==> config.mk <==
export PLATFORM = sky130hd
export DESIGN_NAME = cci_queue
export DESIGN_NICKNAME = d
export VERILOG_FILES = /design/src/rtl/cci_queue.sv
export SDC_FILE = /design/constraint.sdc
export NUM_CORES = 1
export LEC_CHECK = 0
export ABC_AREA = 1
export BUFFER_PORTS_ARGS = -buffer_cell sky130_fd_sc_hd__buf_2
export CAP_MARGIN = 0
export CORE_ASPECT_RATIO = 1.2
export CORE_MARGIN = 2
export CORE_UTILIZATION = 35
export DETAILED_ROUTE_END_ITERATION = 10
export SETUP_SLACK_MARGIN = 0.15
export SYNTH_ARGS = -nofsm -noshare
export SYNTH_HDL_FRONTEND = slang
export SYNTH_SLANG_ARGS = --single-unit
==> constraint.sdc <==
create_clock -name clk -period 3.9 [get_ports clk]
set_input_delay 0.78 -clock clk [delete_from_list [all_inputs] [get_ports clk]]
set_output_delay 0.78 -clock clk [all_outputs]
set_load 0.005 [all_outputs]
==> src/rtl/cci_queue.sv <==
module cci_queue #(
	parameter int W     = 8,
	parameter int DEPTH = 4
) (
	input  logic         clk,
	input  logic         arst_n,
	input  logic         push,
	input  logic [W-1:0] din,
	output logic         full,
	input  logic         pop,
	output logic [W-1:0] dout,
	output logic         empty
);

	localparam int AW = (DEPTH > 1) ? $clog2(DEPTH) : 1;
	localparam int CW = $clog2(DEPTH + 1);

	logic [W-1:0]  store_q [DEPTH];
	logic [AW-1:0] wr_ptr_q, rd_ptr_q;
	logic [CW-1:0] count_q;
	logic          do_push, do_pop;

	assign full    = (count_q == CW'(DEPTH));
	assign empty   = (count_q == '0);
	assign do_push = push && !full;
	assign do_pop  = pop && !empty;
	assign dout    = store_q[rd_ptr_q];

	always_ff @(posedge clk) begin
		if (do_push) begin
			store_q[wr_ptr_q] <= din;
		end
	end

	always_ff @(posedge clk or negedge arst_n) begin
		if (!arst_n) begin
			wr_ptr_q <= '0;
			rd_ptr_q <= '0;
			count_q  <= '0;
		end else begin
			if (do_push) begin
				wr_ptr_q <= (wr_ptr_q == AW'(DEPTH - 1)) ? '0 : wr_ptr_q + 1'b1;
			end
			if (do_pop) begin
				rd_ptr_q <= (rd_ptr_q == AW'(DEPTH - 1)) ? '0 : rd_ptr_q + 1'b1;
			end
			count_q <= count_q + CW'(do_push) - CW'(do_pop);
		end
	end

endmodule

# Word-level counts from Yosys, hierarchy flattened
# Memory sizes are Yosys's and may differ from the RTL's.
# Cells that the tools add are included.
[classes]
add_sub_neg = 4
multipliers = 0
div = 0
order_cmp = 0
eq_ne = 3
shift = 0
n_mux = 4
bitwise = 0
n_reduce_logical = 5
[ops]
columns = ["cell", "n"]
rows = [
  ["adder 2 x 1 -> 2 bit, second input constant", 2],
  ["== test 2 bit, second input constant", 2],
  ["2-to-1 mux 2 bit", 2],
  ["adder 3 x 1 -> 3 bit", 1],
  ["== test 3 bit, second input constant", 1],
  ["zero test 3 bit", 1],
  ["subtractor 3 x 1 -> 3 bit", 1],
  ["logical AND 1 bit", 2],
  ["zero test 1 bit", 2],
  ["2-to-1 mux 1 bit", 2],
]
[word_totals]
reg_bits = 7
latchBits = 0
ram_bits = 32
romBits = 0
inputBits = 12
word_cells = 20
mem_count = 1
[memory_table]
columns = ["memory", "depth", "width", "rd", "rd_ports_with_merged_regs", "write_ports", "line", "text"]
rows = [
  ["store_q", 4, 8, 1, 0, 1, "18", "logic [W-1:0] store_q [DEPTH];"],
]

# Logic depth before layout (Yosys ltp)
# Gate-level depths: netlist (run 1).
[depth]
ltp_word = 5
mapped_depth = 10
ltp_nobuf = 10

# Least setup slack after synthesis (run 1)
# Ideal clock, no wire load.
[synth_timing]
kind = "input-to-reg"
start = "input pop"
end = "register count_q[2]"
setup_time_ns = 0.065
t_arrival_ns = 1.933
required_ns = 3.835
setup_slack_ns = 1.902
path_stages = 8
n_path_buf = 0
cell_sequence = "nand2_1 > inv_1 > ha_1 > inv_1 > ha_1 > fa_1 > nand3b_1 > nand2_1"
[synth_via]
elab_chain_cells = 2
[synth_lines]
columns = ["element", "line", "text"]
rows = [
  ["start: declaration", "10", "input logic pop,"],
  ["logical AND 1 bit", "26", "assign do_pop = pop && !empty;"],
  ["named net do_pop", "21", "logic do_push, do_pop;"],
  ["subtractor 3 x 1 -> 3 bit", "47", "count_q <= count_q + CW'(do_push) - CW'(do_pop);"],
  ["end signal: assignment", "47", ""],
  ["end: declaration", "20", "logic [CW-1:0] count_q;"],
]
# The timed path passes the listed nets, and every way through them passes these cells.
# A chain may end at the register's enable or synchronous reset.

# Worst setup path after layout (run 1)
[layout_timing]
start = "register rd_ptr_q[0]"
end = "output dout[7]"
[layout_via]
elab_chain_cells = 1
[layout_lines]
columns = ["element", "line", "text"]
rows = [
  ["start: declaration", "19", "logic [AW-1:0] wr_ptr_q, rd_ptr_q;"],
  ["start signal: assignment", "45", "rd_ptr_q <= (rd_ptr_q == AW'(DEPTH - 1)) ? '0 : rd_ptr_q + 1'b1;"],
  ["memory (4 x 8 bit)", "n/a", ""],
  ["end: declaration", "11", "output logic [W-1:0] dout,"],
]
# No other way between the ends.

==> flow_summary_export.csv, run 1 <==
group,metric,value,unit
synthesis,yosys_warnings,0,
floorplanning,fp.dieArea,5610,um2
timing,min_period,2.52,ns
run_status,outcome,"finished clean",
placement,pre_cts_slack,1.65,ns
clock_tree,post_cts_buffers,0,
synthesis,avgSynthCellArea,11.6,um2
worst_setup_path,worstPathRequired,3.12,ns
route,wirelength,2660,um
floorplanning,die_h,81.6,um
grt,antenna_found_initial,0,
clock_tree,insertion_delay,0.28,ns
floorplanning,die_x,68.7,um
synthesis,netlist_top_cells_area,"edfxtp_1 55%, dfrtp_1 10%, nand2_1 8.3%, inv_1 6.4%, o211ai_1 6.4%",
timing,rsz0062_at_grt,"no",
floorplanning,start_util,0.361,
final_layout,drive_gt1_frac,0.183,
floorplanning,rows,28,
final_layout,final_cell_mix,"39 x nand2_1, 32 x edfxtp_1, 30 x inv_1",
final_layout,num_antenna_cells,0,
final_layout,utilization,0.409,
final_layout,layout_commonest_cell,"nand2_1",
clock_tree,cts_resized,0,
worst_setup_path,critPathSlowestCell,"dfrtp_1",
timing,relSlewSlack,0.331,
final_layout,nets,194,
timing,finalSetupViolations,0,
synthesis,ys_ff_latch,39,
route,drt-initial-drc-count,60,
synthesis,netlist-cell-type-count,15,
grt,grt-ovfl-total,0,
synthesis,syn_nets,171,
clock_tree,ctsHtreeMaxLevel,2,
timing,hold_viol,0,
clock_tree,clk_pin_slew,0.07,ns
grt,grt_pass1_wl,4340,um
timing,fin_worst_skew,0.00258,ns
route,drt-pass1-iter-count,4,
power_and_ir_drop,finalPower,1.40,mW
timing,period_share,0.647,
power_and_ir_drop,irDropWorstVdd,0.341,mV
placement,portBuffers,21,
clock_tree,cts_tree,"yes",
job,drv_cap,0,
worst_setup_path,crit_path_start_kind,"flop",
final_layout,areaGrowthSynthToFinish,13.2,%
placement,hpwl,1810,um
synthesis,yosys.area.top_type_share,0.547,
route,postRouteAntennaNets,0,
synthesis,syn_inst,151,
timing,finalWorstSetupSlack,1.38,ns
route,drc,0,
worst_setup_path,cpPeakStageDelay,1.01,ns
worst_setup_path,cpMostUsedCell,"nand2_1",
clock_tree,clock_path_buffers,2,
clock_tree,cts_root_buffer,"clkbuf_8",
worst_setup_path,path_max_fanout,35,
synthesis,yosysTopAreaCell,"edfxtp_1",
clock_tree,cts_sinks,39,
synthesis,netlist_area,1760,um2
timing,slew_viol_final,0,
clock_tree,cts_hold_buf,0,
worst_setup_path,worstSetupPathType,"flop to output port",
grt,grt_pass1_vias,976,
power_and_ir_drop,leakage,0.886,nW
placement,place_congestion,0.723,
floorplanning,pin_count,22,
worst_hold_path,hold_class,"input pin to async pin",
worst_setup_path,path_cells,"nand2_1 -> o211ai_1 -> nand2_1 -> buf_2",
worst_setup_path,rr_worst_depth,10,
clock_tree,cts_buffers,5,
route,viasPerCell,4.38,
timing,tns,0,ns
power_and_ir_drop,cellPowerDensity,705,nW/um2
grt,grt_max_degree,36,
worst_setup_path,cp.arrival,1.74,ns
timing,worst_pin_slew,1.00,ns
grt,grt.total_usage,0.109,
timing,holdWs,0.323,ns
route,wl_per_cell,11.3,um
worst_setup_path,endpoint_kind,"output port",
floorplanning,coreArea,4870,um2
synthesis,synth_seq_area_share,0.646,
route,num_vias,1030,
timing,max_freq,397,MHz
-- power by group --
part,internal [mW],switching [mW]
Sequential,0.561,0.103
Combinational,0.184,0.238
Clock,0.187,0.130
-- routing by layer --
layer,part of all wire,global-route usage
met1,0.46,0.125
met2,0.46,0.191
met3,0.061,0.0384
met4,0.012,0.0294
met5,0,0
-- metrics by stage --
| stage | instances | area, um2 |
|---|---|---|
| 2_1_floorplan | 151 | 1760 |
| 3_3_place_gp | 227 | 1880 |
| 3_5_place_dp | 227 | 1880 |
| 4_1_cts | 235 | 1990 |
| 5_1_grt | 235 | 1990 |
| 6_report | 235 | 1990 |
-- registers in the layout, indices dropped and copies added, names as in the netlist --
register	flops
count_q	3
rd_ptr_q	2
store_q	32
wr_ptr_q	2
-- layout make-up --
cell class	instances	area [um2]
multi-input cells	77	453
flip-flops and latches	39	1140
inverters	30	113
clock buffers	5	68.8
clock inverters	3	38.8
fillers	462	2880
repair buffers	21	105
well taps	60	75.1
-- kinds of logic after synthesis --
logic type,Yosys count,synth area share
compound gates,16,0.0712
fa+ha+maj,8,0.0612
buf+inv,35,0.0961
flops,39,0.646
simple gates,53,0.125
-- synthesized netlist by cell type --
| cell type | count |
|---|---|
| edfxtp_1 | 32 |
| buf_6 | 5 |
| inv_1 | 30 |
| nor2_2 | 1 |
| nand2_4 | 1 |
| nand2_2 | 1 |
| nor2_1 | 6 |
| o211ai_1 | 15 |
| nand3_1 | 4 |
| nand2_1 | 39 |
| o211ai_2 | 1 |
| fa_1 | 1 |
| ha_1 | 7 |
| dfrtp_1 | 7 |
| nand3b_1 | 1 |
-- worst paths after layout --
| kind | start | end | slack [ns] |
|---|---|---|---|
| hold reg to reg | wr_ptr_q[1]$_DFFE_PN0P_ | wr_ptr_q[1]$_DFFE_PN0P_ | 0.54 |
| min in group clk | wr_ptr_q[1]$_DFFE_PN0P_ | wr_ptr_q[1]$_DFFE_PN0P_ | 0.54 |
| hold / removal | arst_n | count_q[0]$_DFF_PN0_ | 0.32 |
| max in group asynchronous | arst_n | rd_ptr_q[0]$_DFFE_PN0P_ | 3.41 |
| setup / recovery | rd_ptr_q[0]$_DFFE_PN0P_ | dout[7] | 1.38 |
| setup reg to reg | count_q[1]$_DFF_PN0_ | count_q[2]$_DFF_PN0_ | 1.90 |
-- critical path, delay by kind of cell (launching register included) --
kind	cells	cell delay (ns)
AO/OA/AOI/OAI	1	0.11
AND/OR/NAND/NOR	2	0.21
flip-flops	1	1.01
buffers and inverters	1	0.13
Note: power is estimated with default switching activity, not from simulation.
==> inputs of run 2 (changes only) <==
==> constraint.sdc (replaced) <==
create_clock -name clk -period 2.31 [get_ports clk]
set_input_delay 0.462 -clock clk [delete_from_list [all_inputs] [get_ports clk]]
set_output_delay 0.462 -clock clk [all_outputs]
set_load 0.005 [all_outputs]
==> run 2 against run 1 <==
  * Clock-buffer cell count unchanged
  * First-iteration DRC count decreased by 32%
  * Cell count increased by 2.6%
  * Core utilization increased by 0.51 points
  * Global-route usage increased by 0.74 points
  * Clock skew about the same
  * Largest power group unchanged
  * Via count increased by 2.1%
  * Sequential share of layout area decreased by 0.71 points
  * Design area increased by 1.3%
==> flow_summary_export.csv, run 2 (synthesis results as in run 1) <==
group,metric,value,unit
grt,grt_pass1_vias,1079,
clock_tree,ctsHtreeMaxLevel,2,
power_and_ir_drop,irDropWorstVdd,0.586,mV
final_layout,largest_reg_flops,32,
floorplanning,pin_count,22,
worst_setup_path,worstPathRequired,2.53,ns
final_layout,layout_commonest_cell,"nand2_1",
floorplanning,rows,28,
placement,pre_cts_slack,0.364,ns
timing,relSlewSlack,0.778,
final_layout,final_cell_mix,"39 x nand2_1, 32 x edfxtp_1, 30 x inv_1",
clock_tree,cts_sinks,39,
power_and_ir_drop,cellPowerDensity,1140,nW/um2
timing,max_freq,511,MHz
job,drv_cap,0,
placement,placed_area,1930,um2
floorplanning,die_h,81.6,um
final_layout,nets,201,
clock_tree,cts_root_buffer,"clkbuf_8",
grt,grt.total_usage,0.117,
route,num_vias,1052,
timing,tns,0,ns
worst_setup_path,worstSetupPathType,"flop to flop",
final_layout,regMostFlops,"store_q",
final_layout,areaGrowthSynthToFinish,14.6,%
worst_hold_path,hold_class,"input pin to flop",
clock_tree,insertion_delay,0.28,ns
placement,place_congestion,0.808,
clock_tree,clock_path_buffers,2,
worst_setup_path,critPathSlowestCell,"dfrtp_1",
timing,finalWorstSetupSlack,0.354,ns
floorplanning,fp.dieArea,5610,um2
timing,rsz0062_at_grt,"no",
grt,grt_max_degree,33,
worst_setup_path,crit_path_start_kind,"flop",
timing,fin_worst_skew,0.00248,ns
clock_tree,cts_tree,"yes",
route,drc,0,
floorplanning,start_util,0.361,
final_layout,num_antenna_cells,0,
timing,worst_pin_slew,0.332,ns
timing,hold_viol,0,
route,drt-initial-drc-count,41,
floorplanning,die_x,68.7,um
final_layout,drive_gt1_frac,0.204,
timing,min_period,1.96,ns
route,drt-pass1-iter-count,4,
worst_setup_path,path_cells,"nor2_2 -> nand2_1 -> nand2_1 -> inv_1 -> ha_1 -> inv_1 -> ha_1 -> fa_1 -> nand3b_1 -> nand2_1",
route,wl_per_cell,11.6,um
grt,grt_pass1_wl,4620,um
floorplanning,coreArea,4870,um2
clock_tree,clk_pin_slew,0.07,ns
clock_tree,cts_buffers,5,
placement,hpwl,2020,um
worst_setup_path,path_buf_inv,2,
worst_setup_path,critPathTopFamily,"adder cells",
final_layout,top_regs,"store_q x32, count_q x3",
route,wirelength,2800,um
timing,finalSetupViolations,0,
worst_setup_path,path_max_fanout,4,
run_status,outcome,"finished clean",
worst_setup_path,cpPeakStageDelay,0.40,ns
grt,grt-ovfl-total,0,
placement,portBuffers,21,
final_layout,stdcell_area,2010,um2
worst_setup_path,endpoint_kind,"flop",
route,postRouteAntennaNets,0,
route,viasPerCell,4.37,
power_and_ir_drop,finalPower,2.30,mW
timing,slew_viol_final,0,
worst_setup_path,cpMostUsedCell,"nand2_1",
worst_setup_path,cp.arrival,2.18,ns
grt,antenna_found_initial,0,
timing,period_share,0.847,
power_and_ir_drop,leakage,0.907,nW
run 2: changes by cell type in the layout (fill, tap and decap cells not counted):
cell / change
buf_4: +6
bufinv_16: -1
dlygate4sd3_1: +1
run 2: layer usage:
layer	wire length, um	vias up	global-route usage
li1	-	555	-
met5	0	-	0
met2	1460	20	0.213
met1	1170	472	0.125
met4	39	0	0.0353
met3	134	5	0.0384
run 2: final timing paths:
check / start / endpoint / slack (ns) / cells after the start
min reg2reg: count_q[0]$_DFF_PN0_ / count_q[0]$_DFF_PN0_ / 0.53 / 1
max reg2reg: count_q[1]$_DFF_PN0_ / count_q[2]$_DFF_PN0_ / 0.35 / 10
max in group asynchronous: arst_n / rd_ptr_q[0]$_DFFE_PN0P_ / 1.61 / 2
min: din[2] / store_q[2][2]$_DFFE_PP_ / 0.40 / 1
min in group asynchronous: arst_n / count_q[0]$_DFF_PN0_ / 0.54 / 2
max: count_q[1]$_DFF_PN0_ / count_q[2]$_DFF_PN0_ / 0.35 / 10
run 2: area by class of cell:
cell class,instances,area [um2]
clock inverters,2,8.76
well taps,60,75.1
flip-flops and latches,39,1140
multi-input cells,77,453
repair buffers,28,160
fillers,475,2860
inverters,30,113
clock buffers,5,68.8
run 2: report_power, final:
part	internal, mW	switching, mW
clock network	0.200	0.208
registers	0.947	0.0766
logic	0.356	0.511
run 2: worst reg2reg max path, cell delays in order (launching register included):
cell and delay [ns]:
dfrtp_1 0.40, nor2_2 0.14, nand2_1 0.11, nand2_1 0.12, inv_1 0.05, ha_1 0.26, inv_1 0.04, ha_1 0.18
fa_1 0.38, nand3b_1 0.16, nand2_1 0.06
run 2: timing repair:
| item | 4_1_cts | 5_1_grt |
|---|---|---|
| hold buffers | 0 | 1 |
| endpoints found under the hold margin | 0 | 3 |
| gates resized for setup | 0 | 0 |
| buffers inserted | 0 | 0 |
run 2: metrics by stage:
| stage | utilization | hold WS (ns) | instances |
|---|---|---|---|
| floorplan | - | 0.166 | 151 |
| finish | 0.414 | 0.395 | 241 |
| CTS | 0.412 | 0.00147 | 240 |
| detailed placement | 0.396 | 0.312 | 233 |
| global route | 0.414 | 0.383 | 241 |
| global placement | 0.396 | 0.311 | 233 |
==> inputs of run 3 (changes only) <==
==> constraint.sdc (replaced) <==
create_clock -name clk -period 1.77 [get_ports clk]
set_input_delay 0.354 -clock clk [delete_from_list [all_inputs] [get_ports clk]]
set_output_delay 0.354 -clock clk [all_outputs]
set_load 0.005 [all_outputs]
==> run 3 against run 2 <==
  * Hold slack got worse by 0.11 ns
  * Wire length increased by 9.9%
  * Die area unchanged
  * Setup slack got worse by 0.35 ns
  * Clock skew increased by 0.0016 ns
  * Global-route usage decreased by 0.21 points
  * Clock-buffer cell count unchanged
  * Fmax increased by 11%
  * Highest routed layer unchanged
==> flow_summary_export.csv, run 3 (synthesis results as in run 1) <==
group,metric,value,unit
placement,portBuffers,21,
route,wirelength,3080,um
timing,worst_pin_slew,0.190,ns
clock_tree,clock_path_buffers,2,
timing,max_freq,566,MHz
floorplanning,die_x,68.7,um
floorplanning,coreArea,4870,um2
clock_tree,clk_pin_slew,0.08,ns
clock_tree,ctsHtreeMaxLevel,2,
floorplanning,die_h,81.6,um
worst_setup_path,worstPathRequired,2.00,ns
worst_setup_path,worstSetupPathType,"flop to flop",
clock_tree,cts_tree,"yes",
grt,grt_pass1_wl,4620,um
final_layout,stdcell_area,2220,um2
run_status,outcome,"finished clean",
placement,pre_cts_slack,-0.00958,ns
timing,finalSetupViolations,0,
route,drt-initial-drc-count,44,
power_and_ir_drop,irDropWorstVdd,0.725,mV
clock_tree,insertion_delay,0.29,ns
worst_setup_path,rr_worst_depth,10,
placement,place_congestion,0.675,
worst_setup_path,cpPeakStageDelay,0.39,ns
route,drt-pass1-iter-count,4,
worst_setup_path,endpoint_kind,"flop",
timing,fin_worst_skew,0.00407,ns
final_layout,areaGrowthSynthToFinish,26.1,%
job,drv_cap,0,
worst_setup_path,cpMostUsedCell,"nand2_1",
final_layout,drive_gt1_frac,0.301,
timing,period_share,0.998,
grt,busiest_layer,"met2",
timing,relSlewSlack,0.873,
floorplanning,start_util,0.361,
route,wl_per_cell,12.0,um
floorplanning,rows,28,
worst_setup_path,critPathTopFamily,"adder cells",
final_layout,n_fill_cell,445,
power_and_ir_drop,cellPowerDensity,1610,nW/um2
route,postRouteAntennaNets,0,
worst_setup_path,cp.arrival,1.99,ns
timing,min_period,1.77,ns
floorplanning,pin_count,22,
worst_setup_path,cp.depth,10,
grt,antenna_found_initial,0,
grt,grt_use_met2,0.192,
clock_tree,cts_sinks,39,
clock_tree,cts_root_buffer,"clkbuf_8",
grt,grt_pass1_vias,1004,
worst_setup_path,r2r_end,"count_q[2]$_DFF_PN0_",
timing,hold_viol,0,
worst_setup_path,crit_path_start_kind,"flop",
floorplanning,fp.dieArea,5610,um2
worst_setup_path,path_buf_inv,2,
power_and_ir_drop,leakage,1.01,nW
worst_hold_path,hp-start,"din[1]",
route,drc,0,
final_layout,final_cell_mix,"39 x nand2_1, 32 x edfxtp_1, 27 x inv_1",
worst_setup_path,path_cells,"nor2_2 -> nand2_1 -> nand2_1 -> inv_1 -> ha_1 -> inv_1 -> ha_2 -> fa_2 -> nand3b_1 -> nand2_1",
worst_setup_path,path_max_fanout,2,
grt,use_met1,0.138,
worst_setup_path,critPathSlowestCell,"dfrtp_1",
placement,hpwl,1990,um
grt,grt_max_degree,33,
timing,finalWorstSetupSlack,0.00313,ns
final_layout,top_regs,"store_q x32, count_q x3",
clock_tree,cts_buffers,5,
final_layout,num_antenna_cells,0,
final_layout,nets,215,
grt,grt.total_usage,0.115,
worst_hold_path,hold_class,"input pin to flop",
worst_setup_path,reg2reg_from,"count_q[0]$_DFF_PN0_",
final_layout,regMostFlops,"store_q",
timing,rsz0062_at_grt,"yes",
grt,use_met3,0.0384,
placement,placed_area,1970,um2
route,num_vias,1166,
grt,grt-ovfl-total,0,
worst_setup_path,reg2reg_slack,0.003,ns
final_layout,layout_commonest_cell,"nand2_1",
worst_hold_path,whs_endpoint,"store_q[3][1]$_DFFE_PP_",
timing,slew_viol_final,0,
route,viasPerCell,4.55,
final_layout,largest_reg_flops,32,
worst_hold_path,hold_path_depth,1,
## run 3: worst max path at each step
stage,end,slack (ns),start
after floorplan,count_q[2]$_DFF_PN0_,-0.01,count_q[0]$_DFF_PN0_
after global placement,count_q[2]$_DFF_PN0_,0.007,count_q[0]$_DFF_PN0_
after CTS,count_q[2]$_DFF_PN0_,-0.006,count_q[1]$_DFF_PN0_
after detailed placement,count_q[2]$_DFF_PN0_,-0.01,count_q[1]$_DFF_PN0_
final,count_q[2]$_DFF_PN0_,0.003,count_q[0]$_DFF_PN0_
after global routing,count_q[2]$_DFF_PN0_,-0.12,count_q[0]$_DFF_PN0_
## run 3: repair_timing
item | 4_1_cts | 5_1_grt
gates resized for setup | 5 | 4
hold buffers | 1 | 0
hold endpoints to repair | 7 | 0
setup buffers | 6 | 2
pin swaps | 8 | 9
gates cloned | 0 | 2
setup endpoints to repair | 10 | 12
## run 3: area by class of cell
| type | count | area, um2 | share of cell area |
|---|---|---|---|
| clock buffers | 5 | 68.8 | 0.0310 |
| clock inverters | 3 | 43.8 | 0.0198 |
| inverters | 30 | 113 | 0.0508 |
| flip-flops and latches | 39 | 1140 | 0.513 |
| repair buffers | 42 | 317 | 0.143 |
| well taps | 60 | 75.1 | 0.0339 |
| multi-input cells | 77 | 463 | 0.209 |
## run 3: where the power goes
| group | switching, mW | total (mW) | internal [mW] |
|---|---|---|---|
| registers | 0.116 | 1.35 | 1.24 |
| clock network | 0.310 | 0.729 | 0.419 |
| logic | 0.753 | 1.48 | 0.727 |
## run 3: routing by layer
metal,routed length [um],part of all wire
met1,1330,0.43
met2,1590,0.51
met3,131,0.043
met4,37,0.012
met5,0,0
## run 3: stage by stage
| stage | hold WS (ns) | power, mW | utilization | std cells | setup TNS, ns |
|---|---|---|---|---|---|
| finish | 0.283 | 3.56 | 0.455 | 256 | 0 |
| global route | 0.266 | 3.86 | 0.455 | 256 | -0.186 |
| CTS | 0.279 | 3.45 | 0.442 | 252 | -0.00636 |
| detailed placement | 0.201 | 2.61 | 0.405 | 237 | -0.00958 |
| global placement | 0.198 | 2.58 | 0.405 | 237 | 0 |
| floorplan | 0.0584 | 2.20 | - | 151 | -0.0137 |
